`src/rtl/core/tn26_pkg.sv`:
```
// Shared constants for the 26-connected topological number block.
`timescale 1ns / 1ps

package tn26_pkg;

  // Neighborhood geometry
  localparam int NbhVoxels  = 27;
  localparam int NbhCentre  = 13;
  localparam int NumOctants = 8;

  // Result width: counts run from 0 to NumOctants
  localparam int CountW = $clog2(NumOctants + 1);

  typedef logic [NbhVoxels-1:0] nbh_mask_t;
  typedef logic [CountW-1:0]    comp_count_t;

endpackage

```
`src/rtl/core/tn26_stream_if.sv`:
```
// Valid/ready stream interfaces for neighborhood masks and component counts.
`timescale 1ns / 1ps

interface tn26_mask_if;
  import tn26_pkg::*;

  logic      valid;
  logic      ready;
  nbh_mask_t neighbor_mask;

  modport source (output valid, output neighbor_mask, input ready);
  modport sink   (input valid, input neighbor_mask, output ready);
endinterface

interface tn26_count_if;
  import tn26_pkg::*;

  logic        valid;
  logic        ready;
  comp_count_t component_count;

  modport source (output valid, output component_count, input ready);
  modport sink   (input valid, input component_count, output ready);
endinterface

```
`src/rtl/core/topological_number_t26.sv`:
```
// Top level: 26-connected topological number T26 of a 3x3x3 neighborhood.
//
// Usage:
//   mask_i carries one 27-bit neighborhood per transaction, bit k for voxel
//   k = x + 3*y + 9*z; the centre bit is ignored. count_o returns, for each
//   accepted mask, the number of 26-connected components among the 26
//   neighbors (0 to 8), in order.
//   The mask is registered, the count is formed from it by combinational
//   logic and registered again to drive count_o.
//   Throughput is one neighborhood per cycle while the receiver keeps
//   count_o.ready high, through the two-stage register pipeline.
//   The neighbors are grouped into the eight 2x2x2 octants around the
//   centre; two octants join when a set voxel lies in both, and the octant
//   graph is closed by three matrix squarings.
//   Reset empties both stages; no transaction is in flight afterwards.
//   When the receiver stalls, the result holds in the output register while
//   the input register still takes one more mask; mask_i.ready drops only
//   when both stages are full.
`timescale 1ns / 1ps

module topological_number_t26 (
  input  logic  clk_i,
  input  logic  rst_ni,
  tn26_mask_if.sink    mask_i,
  tn26_count_if.source count_o
);
  import tn26_pkg::*;

  typedef logic [NumOctants-1:0][NumOctants-1:0] oct_mat_t;

  // Voxel membership of each octant; octant bit a picks the low or high
  // half-range on axis a, and every octant includes coordinate 1.
  function automatic logic [NumOctants-1:0][NbhVoxels-1:0] build_members();
    logic [NumOctants-1:0][NbhVoxels-1:0] m;
    int ox, oy, oz;
    m = '0;
    for (int o = 0; o < NumOctants; o++) begin
      ox = o[0] ? 2 : 0;
      oy = o[1] ? 2 : 0;
      oz = o[2] ? 2 : 0;
      for (int z = 0; z < 3; z++) begin
        for (int y = 0; y < 3; y++) begin
          for (int x = 0; x < 3; x++) begin
            if ((x == ox || x == 1) && (y == oy || y == 1) && (z == oz || z == 1)) begin
              m[o][x + 3 * y + 9 * z] = 1'b1;
            end
          end
        end
      end
    end
    return m;
  endfunction

  // One closure step: r | r*r over the boolean semiring
  function automatic oct_mat_t square_step(oct_mat_t r);
    oct_mat_t s;
    s = r;
    for (int i = 0; i < NumOctants; i++) begin
      for (int j = 0; j < NumOctants; j++) begin
        for (int k = 0; k < NumOctants; k++) begin
          s[i][j] = s[i][j] | (r[i][k] & r[k][j]);
        end
      end
    end
    return s;
  endfunction

  localparam logic [NumOctants-1:0][NbhVoxels-1:0] OctMembers = build_members();
  localparam nbh_mask_t CentreMask = nbh_mask_t'(1) << NbhCentre;

  logic        in_ready;
  logic        out_adv;
  logic        s1_valid_q;
  nbh_mask_t   mask_q;
  logic        out_valid_q;
  comp_count_t count_q;
  comp_count_t count_d;

  nbh_mask_t                mask_live;
  logic [NumOctants-1:0]    occ;
  oct_mat_t                 reach0, reach1, reach2, reach3;
  logic [NumOctants-1:0]    root;

  // Advance a stage when the one after it is empty or draining
  assign out_adv       = !out_valid_q || count_o.ready;
  assign in_ready      = !s1_valid_q || out_adv;
  assign mask_i.ready  = in_ready;
  assign count_o.valid = out_valid_q;
  assign count_o.component_count = count_q;

  // Octant occupancy and direct links through shared set voxels
  always_comb begin
    mask_live = mask_q & ~CentreMask;
    for (int i = 0; i < NumOctants; i++) begin
      occ[i] = |(mask_live & OctMembers[i]);
    end
    for (int i = 0; i < NumOctants; i++) begin
      for (int j = 0; j < NumOctants; j++) begin
        if (i == j) begin
          reach0[i][j] = occ[i];
        end else begin
          reach0[i][j] = |(mask_live & OctMembers[i] & OctMembers[j]);
        end
      end
    end
  end

  // Close the link graph: paths up to eight octants long
  always_comb begin
    reach1 = square_step(reach0);
    reach2 = square_step(reach1);
    reach3 = square_step(reach2);
  end

  // Count one root per component: the lowest occupied octant it reaches
  always_comb begin
    count_d = '0;
    for (int i = 0; i < NumOctants; i++) begin
      root[i] = occ[i];
      for (int j = 0; j < i; j++) begin
        if (reach3[i][j]) begin
          root[i] = 1'b0;
        end
      end
      count_d = count_d + comp_count_t'(root[i]);
    end
  end

  // Input stage control
  always_ff @(posedge clk_i or negedge rst_ni) begin
    if (!rst_ni) begin
      s1_valid_q <= 1'b0;
    end else if (in_ready) begin
      s1_valid_q <= mask_i.valid;
    end
  end

  // Input stage data
  always_ff @(posedge clk_i) begin
    if (in_ready && mask_i.valid) begin
      mask_q <= mask_i.neighbor_mask;
    end
  end

  // Output stage control
  always_ff @(posedge clk_i or negedge rst_ni) begin
    if (!rst_ni) begin
      out_valid_q <= 1'b0;
    end else if (out_adv) begin
      out_valid_q <= s1_valid_q;
    end
  end

  // Output stage data
  always_ff @(posedge clk_i) begin
    if (out_adv && s1_valid_q) begin
      count_q <= count_d;
    end
  end

endmodule

```
`src/flat_wrapper.sv`:
```
// flat-port wrapper written by rule: the top's interface ports become plain ports
module topological_number_t26_flat import tn26_pkg::*;
  (clk_i, rst_ni, mask_i_valid, mask_i_neighbor_mask, mask_i_ready, count_o_valid, count_o_component_count, count_o_ready);
  tn26_mask_if mask_i_i ();
  tn26_count_if count_o_i ();
  input  logic clk_i;
  input  logic rst_ni;
  input wire logic [$bits(mask_i_i.valid)-1:0] mask_i_valid;
  input wire logic [$bits(mask_i_i.neighbor_mask)-1:0] mask_i_neighbor_mask;
  output wire logic [$bits(mask_i_i.ready)-1:0] mask_i_ready;
  output wire logic [$bits(count_o_i.valid)-1:0] count_o_valid;
  output wire logic [$bits(count_o_i.component_count)-1:0] count_o_component_count;
  input wire logic [$bits(count_o_i.ready)-1:0] count_o_ready;
  assign mask_i_i.valid = mask_i_valid;
  assign mask_i_i.neighbor_mask = mask_i_neighbor_mask;
  assign mask_i_ready = mask_i_i.ready;
  assign count_o_valid = count_o_i.valid;
  assign count_o_component_count = count_o_i.component_count;
  assign count_o_i.ready = count_o_ready;
  topological_number_t26 u_core (.clk_i(clk_i), .rst_ni(rst_ni), .mask_i(mask_i_i), .count_o(count_o_i));
endmodule
```
`config.mk`:
```
export PLATFORM = sky130hd
export DESIGN_NAME = topological_number_t26_flat
export DESIGN_NICKNAME = d
export VERILOG_FILES = /design/src/rtl/core/tn26_pkg.sv /design/src/rtl/core/tn26_stream_if.sv /design/src/rtl/core/topological_number_t26.sv /design/src/flat_wrapper.sv
export SDC_FILE = /design/constraint.sdc
export NUM_CORES = 1
export LEC_CHECK = 0
export ABC_AREA = 1
export ABC_CLOCK_PERIOD_IN_PS = 4590
export BUFFER_PORTS_ARGS = -buffer_cell sky130_fd_sc_hd__buf_2
export CORE_ASPECT_RATIO = 0.7
export CORE_UTILIZATION = 59
export CTS_BUF_LIST = sky130_fd_sc_hd__clkbuf_16
export CTS_CLUSTER_SIZE = 12
export DETAILED_ROUTE_END_ITERATION = 7
export GPL_TIMING_DRIVEN = 1
export PLACE_DENSITY = 0.85
export SETUP_SLACK_MARGIN = 0.3
export SYNTH_ARGS = -nofsm -noshare
export SYNTH_HDL_FRONTEND = slang
export SYNTH_SLANG_ARGS = --single-unit
```
`constraint.sdc`:
```
create_clock -name clk_i -period 4.59 [get_ports clk_i]
set_input_delay 0.2295 -clock clk_i [delete_from_list [all_inputs] [get_ports clk_i]]
set_output_delay 0.2295 -clock clk_i [all_outputs]
set_load 0.02 [all_outputs]
```
==> results of run 1 <==
==> final cells by class <==
type                            instances  area, sq um  area share, %
Tap cell                               55         68.8           1.80
Inverter                               43          181           4.75
Clock buffer                            5          125           3.28
Multi-Input combinational cell        336         1960           51.2
Clock inverter                          3         38.8           1.02
Timing Repair Buffer                   77          497           13.0
Sequential cell                        32          951           24.9
==> flip-flops by register name (all words and copies together), names as in the netlist <==
register / flops
u_core.count_o.component_count: 4
u_core.s1_valid_q: 1
u_core.mask_q: 26
u_core.count_o.valid: 1
==> path summary, 6_finish.rpt <==
path                                          from                                end  slack (ps)  cells past startpoint
setup / recovery                 u_core.mask_q[12]  u_core.count_o.component_count[1]         -10                     19
hold / removal             mask_i_neighbor_mask[1]                   u_core.mask_q[1]         120                      1
setup reg to reg                 u_core.mask_q[12]  u_core.count_o.component_count[1]         -10                     19
hold reg to reg                  u_core.s1_valid_q               u_core.count_o.valid         520                      2
max in group asynchronous                   rst_ni                  u_core.s1_valid_q        4220                      2
min in group asynchronous                   rst_ni               u_core.count_o.valid         270                      2
==> power by group through the flow <==
stage / Combinational, mW / Sequential (mW) / Clock, mW
final: 0.228 / 0.365 / 0.382
after global routing: 0.238 / 0.366 / 0.390
after CTS: 0.199 / 0.363 / 0.371
after global placement: 0.162 / 0.367 / 0
after floorplan: 0.114 / 0.368 / 0
after detailed placement: 0.168 / 0.368 / 0
==> per-layer routing <==
metal	GRT usage [%]	routed length (um)	vias up
met5	0	0	-
met4	22.1	939	0
met3	16.6	1990	145
met2	64.3	4710	417
met1	53.6	4100	1538
li1	-	-	1511
==> synth_stat cells (7+ instances only) <==
cell      count  area (sq um)
nand2_1     167           627
inv_1        34           128
nor2_1       34           128
edfxtp_1     30           901
a21oi_1      20           100
nand2_2      18           113
nand3_1      18          90.1
nand3_2      11           110
o21ai_0      10          50.1
nor2_2        9          56.3
inv_2         8          30.0
nand4_1       7          43.8
nor3_1        7          35.0
==> critical path, cell delays in order (launching register included) <==
cell and delay [ps]:
edfxtp_1 510, inv_4 190, nand3_4 180, buf_4 210
nand2_1 110, nand3_2 170, nand2_1 120, nand3_1 160
nand2_1 150, nand4_1 160, nor2_2 130, fa_1 440
inv_2 80, fa_1 430, fa_1 450, inv_1 80
ha_2 200, inv_2 40, fa_2 530, inv_2 30
==> what timing repair did <==
item	CTS	global route
pin swaps	20	9
gates cloned	0	0
setup endpoints to repair	2	3
hold buffers	1	0
gates resized for setup	44	28
endpoints found under the hold margin	2	0
setup buffers	17	6
==> logic make-up (layout without fill, tap and decap cells) <==
| group | after synthesis | after routing |
|---|---|---|
| AO/OA/AOI/OAI | 45 | 45 |
| XOR/XNOR | 1 | 1 |
| adder cells (fa/ha/maj) | 7 | 7 |
| buffers and inverters | 49 | 128 |
| flip-flops | 32 | 32 |
| AND/OR/NAND/NOR | 283 | 283 |
==> metrics.md, run 1 <==
| Metric | Value |
|---|---|
| Clk root buf | clkbuf_16 |
| Initial Util | 64.1% |
| Synthesized net count | 455 |
| Area after DPL | 3200 sq um |
| ANT nets after route | 0 |
| Final hold violations | 0 |
| Fin Hold WS | 122 ps |
| Sequential element share of the synthesized area | 32.9% |
| Aggregate global routing overflow | 0 |
| WS Path Type | reg2reg |
| Final Cell Area | 3820 sq um |
| CTS sink count | 32 |
| First-pass GRT wire length | 16.1 mm |
| Slew HR | 34.5% |
| Fmax | 217 MHz |
| Post-route minimum period | 4600 ps |
| WL final | 11.7 mm |
| Cell area after synthesis | 2890 sq um |
| Post-synth EDFFs | 30 |
| Largest family of logic cells by synthesized area | simple AND/OR/NAND/NOR gates |
| Int Pwr | 672 uW |
| Routed len/inst | 21.3 um |
| Initial antenna violation count | 0 |
| Core Region | 4500 sq um |
| Final Max Tran Viols | 0 |
| Setup TNS | -14.7 ps |
| Most common cell after layout, fill and taps aside | nand2_1 |
| Status | finished with violations |
| Register clock-pin slew on the reported worst setup and hold paths | 60 ps |
| Psw | 304 uW |
| DR DRC count | 36 |
| Layout Cells excl Fill | 551 |
| Die width | 85.6 um |
| Post-Synthesis Cells | 417 |
| Endpoints failing setup | 1 |
| VDD IR max | 0.000262 V |
| Initial DRC Count | 937 |
| FP Rows | 20 |
| GP Congestion | 0.998 |
| Post-Synth Adder-Cell Area | 4.07% |
| DRT Pass-1 Iters | 8 |
| Nets | 533 |
| # fillers | 235 |
| Antenna Cells | 0 |
| Critical Path AT | 4660 ps |
| Ys async rst share | 6.25% |
| Commonest cells after routing, fill and taps aside | nand2_1 (152), buf_4 (40), buf_2 (35), edfxtp_1 (30) |
| Violated checks | design-rule violations, negative setup slack |
| Number of global-route vias before repair | 3228 |
| Clock Skews | 10.5 ps |
| Layout area overhead | 32.1% |
| Dpl cells | 519 |
| Clock power frac | 39.2% |
| RSZ-0062 raised after global routing | yes |
| Worst min-delay path class | in2reg |
| CTS Buf Count | 5 |
| Synth Flop Type | edfxtp_1 |
| Share of cells above drive strength 1 | 36.5% |
| Combinational power share | 23.4% |
| Setup WS post-layout | -14.7 ps |
| Die Ht | 60.5 um |
| Syn Area/Cell | 6.93 sq um |
| Synth Register Bits | 32 |
| CTS tree | yes |
| Placement Setup Slack | 36.8 ps |
| Reg power frac | 37.4% |
| WP data required | 4640 ps |
| Yosys cell types | 30 |
| Die area | 5180 sq um |
| Top-level port count | 37 |
| PortBufs | 35 |
| Fin crit share | 100% |
| Mux cell area share after synthesis | 0% |
| CP max FO | 8 |
| Switching Fraction | 31.1% |
| Power per cell area | 256 nW/um^2 |
| Count of warnings emitted by yosys | 0 |
| Total Routing Usage GR | 42.4% |
| Post-synthesis compound-gate area fraction | 8.83% |
| Simple logic cell fraction of the synthesized area | 45.9% |
| Largest net degree at the start of global routing | 27 |
| CTS H-tree lvls | 2 |
| Post-Synth XOR/XNOR Area | 0.303% |
| Pleak | 2.14 nW |
| DR vias/cell | 6.55 |
| Crit end category | flop |
| Final core utilization | 84.8% |
| CTS max path bufs | 2 |
| Startpoint Class | flop |
| Max-capacitance violation count | 0 |
| Post-DP HPWL | 6.81 mm |
| Worst skew pair latency | 290 ps |
| Total power draw | 976 uW |
| Worst Tran Pin Value | 981 ps |
| Vias | 3611 |
Note: power is estimated with default switching activity, not from simulation.
==> run 2: changes to the inputs <==
ABC_CLOCK_PERIOD_IN_PS = 4840   (was 4590)
CORE_UTILIZATION = 25   (was 59)
PLACE_DENSITY = 0.45   (was 0.85)
clock period = 4.84 ns   (was 4.59 ns; I/O delays follow)
==> metrics.md, run 2 (synthesized netlist as in run 1, its figures left out) <==
| Metric | Value |
|---|---|
| Hold path startpoint | mask_i_neighbor_mask[8] (was mask_i_neighbor_mask[1]) |
| WP data required | 4880 ps (was 4640 ps) |
| CTS H-tree lvls | 2 (unchanged) |
| Number of global-route vias before repair | 2857 (was 3228) |
| Clock power frac | 36.2% (was 39.2%) |
| Pleak | 2.10 nW (was 2.14 nW) |
| # fillers | 1236 (was 235) |
| Slew HR | 36.9% (was 34.5%) |
| Setup TNS | 0 ps (was -14.7 ps) |
| Power per cell area | 222 nW/um^2 (was 256 nW/um^2) |
| Clk root buf | clkbuf_16 (unchanged) |
| Largest net degree at the start of global routing | 27 (unchanged) |
| Psw | 264 uW (was 304 uW) |
| Post-DP HPWL | 7.26 mm (was 6.81 mm) |
| CTS tree | yes (unchanged) |
| Core Region | 11100 sq um (was 4500 sq um) |
| Post-route minimum period | 4450 ps (was 4600 ps) |
| CP max FO | 8 (unchanged) |
| RR Endpoint | u_core.count_o.component_count[1] (unchanged) |
| Reg-to-reg slack, setup | 390 ps (was -10 ps) |
| Crit end category | flop (unchanged) |
| Die area | 12000 sq um (was 5180 sq um) |
| Initial DRC Count | 256 (was 937) |
| Die Ht | 91.9 um (was 60.5 um) |
| Endpoints failing setup | 0 (was 1) |
| Antenna Cells | 0 (unchanged) |
| Switching Fraction | 31.1% (about the same) |
| Startpoint Class | flop (unchanged) |
| Fmax | 225 MHz (was 217 MHz) |
| Clock Skews | 4.86 ps (was 10.5 ps) |
| Nets | 526 (was 533) |
| Layout area overhead | 32.6% (was 32.1%) |
| DR vias/cell | 4.77 (was 6.55) |
| PortBufs | 35 (unchanged) |
| DRT Pass-1 Iters | 6 (was 8) |
| Share of cells above drive strength 1 | 33.9% (was 36.5%) |
| Initial antenna violation count | 0 (unchanged) |
| Aggregate global routing overflow | 0 (unchanged) |
| Register clock-pin slew on the reported worst setup and hold paths | 60 ps (about the same) |
| Max-capacitance violation count | 0 (unchanged) |
| Worst r2r path cells | 20 (was 19) |
| Top-level port count | 37 (unchanged) |
| Worst R2R Start | u_core.mask_q[12] (unchanged) |
| WS Path Type | reg2reg (unchanged) |
| Final Max Tran Viols | 0 (unchanged) |
| ANT nets after route | 0 (unchanged) |
| CTS max path bufs | 2 (unchanged) |
| WL final | 9.64 mm (was 11.7 mm) |
| Fin crit share | 91.9% (was 100%) |
| Status | completed (was finished with violations) |
| Final hold violations | 0 (unchanged) |
| Worst Tran Pin Value | 945 ps (was 981 ps) |
| Reg power frac | 40.4% (was 37.4%) |
| Combinational power share | 23.4% (about the same) |
| Commonest cells after routing, fill and taps aside | nand2_1 (154), buf_2 (35), inv_1 (33), buf_4 (32), edfxtp_1 (30) (was nand2_1 (152), buf_4 (40), buf_2 (35), edfxtp_1 (30)) |
| Hold path cells | 1 (unchanged) |
| Total Routing Usage GR | 16.6% (was 42.4%) |
| Critical Path AT | 4490 ps (was 4660 ps) |
| Worst Hold Endpoint | u_core.mask_q[8] (was u_core.mask_q[1]) |
| Worst min-delay path class | in2reg (unchanged) |
| Max FFs per register | 26 (unchanged) |
| RSZ-0062 raised after global routing | yes (unchanged) |
| VDD IR max | 0.000226 V (was 0.000262 V) |
| Top reg by flops | u_core.mask_q (unchanged) |
| First-pass GRT wire length | 15.2 mm (was 16.1 mm) |
| DR DRC count | 0 (was 36) |
| Worst skew pair latency | 280 ps (was 290 ps) |
| Initial Util | 26.0% (was 64.1%) |
| FP Rows | 32 (was 20) |
| CTS sink count | 32 (unchanged) |
| CTS Buf Count | 5 (unchanged) |
| Routed len/inst | 15.0 um (was 21.3 um) |
| Vias | 3065 (was 3611) |
| Most common cell after layout, fill and taps aside | nand2_1 (unchanged) |
| Die width | 130 um (was 85.6 um) |
| GP Congestion | 0.920 (was 0.998) |
| Placement Setup Slack | 225 ps (was 36.8 ps) |
| Int Pwr | 584 uW (was 672 uW) |
| Setup WS post-layout | 392 ps (was -14.7 ps) |
## run 2: changes by cell type in the layout (fill, tap and decap cells not counted), moves of 2 or more
cell / before / now
buf_4: 40 / 32
inv_1: 28 / 33
inv_2: 10 / 6
nor2_2: 10 / 14
nor2_4: 9 / 6
nand2_1: 152 / 154
nand2_2: 21 / 19
## run 2: power by group through the flow
stage          sequential [mW]  clock (mW)  combinational (mW)
2_1_floorplan            0.349           0               0.108
3_3_place_gp             0.350           0               0.153
3_5_place_dp             0.351           0               0.155
4_1_cts                  0.342       0.313               0.164
5_1_grt                  0.345       0.327               0.217
6_report                 0.343       0.307               0.199
## run 2: area by class of cell
cell class / count / area [sq um] / share of cell area [%]
tap: 153 / 191 / 5.00
sequential: 32 / 951 / 24.8
multi-input combinational: 336 / 1910 / 49.9
clock buffer: 5 / 125 / 3.27
clock inverter: 3 / 20.0 / 0.523
inverter: 43 / 176 / 4.60
timing repair buffer: 70 / 457 / 11.9
## run 2: timing repair
action | 4_1_cts | 5_1_grt
setup buffers | 5 | 23
pin swaps | 0 | 21
hold endpoints to repair | 2 | 0
gates resized for setup | 3 | 54
hold buffers | 1 | 0
setup endpoints to repair | 2 | 2
## run 2: critical path: stages (launching register included)
cell and delay [ps]:
edfxtp_1 490, inv_4 160, buf_12 110, nand3_4 130, buf_4 180, nand2_1 60
nand2_2 140, a21oi_2 180, nand3_2 150, nand2_1 110, nand4_1 130, nor2_2 160
fa_1 390, inv_1 80, fa_1 450, fa_1 440, inv_1 70, ha_2 170
inv_1 50, fa_2 510, inv_1 40
## run 2: how the worst max path moves through the flow
| stage | from | to | slack [ps] | cells after the start |
|---|---|---|---|---|
| 6_report | u_core.mask_q[12] | u_core.count_o.component_count[1] | 390 | 20 |
| 3_5_place_dp | u_core.mask_q[10] | u_core.count_o.component_count[1] | 220 | 20 |
| 4_1_cts | u_core.mask_q[10] | u_core.count_o.component_count[2] | 310 | 21 |
| 3_3_place_gp | u_core.mask_q[12] | u_core.count_o.component_count[2] | 230 | 22 |
| 2_1_floorplan | u_core.mask_q[22] | u_core.count_o.component_count[1] | 790 | 22 |
| 5_1_grt | u_core.mask_q[12] | u_core.count_o.component_count[1] | 190 | 23 |
## run 2: per-layer routing
layer,global-route usage (%),vias up,part of all wire (%),routed length [um]
li1,-,1499,-,-
met1,25.6,1437,51,4880
met2,24.1,117,41,3950
met3,2.04,12,6.8,651
met4,3.74,0,1.6,154
met5,0,-,0,0
## run 2: per-stage QoR
stage / instances / utilization [%] / area (sq um) / hold WS (ps) / total power [mW]
final: 642 / 34.4 / 3830 / 135 / 0.849
after global placement: 605 / 29.0 / 3230 / 30.0 / 0.504
after detailed placement: 605 / 29.0 / 3230 / 32.3 / 0.505
after floorplan: 417 / - / 2890 / -53.6 / 0.456
after CTS: 619 / 30.9 / 3440 / 131 / 0.819
after global routing: 642 / 34.4 / 3830 / 127 / 0.888
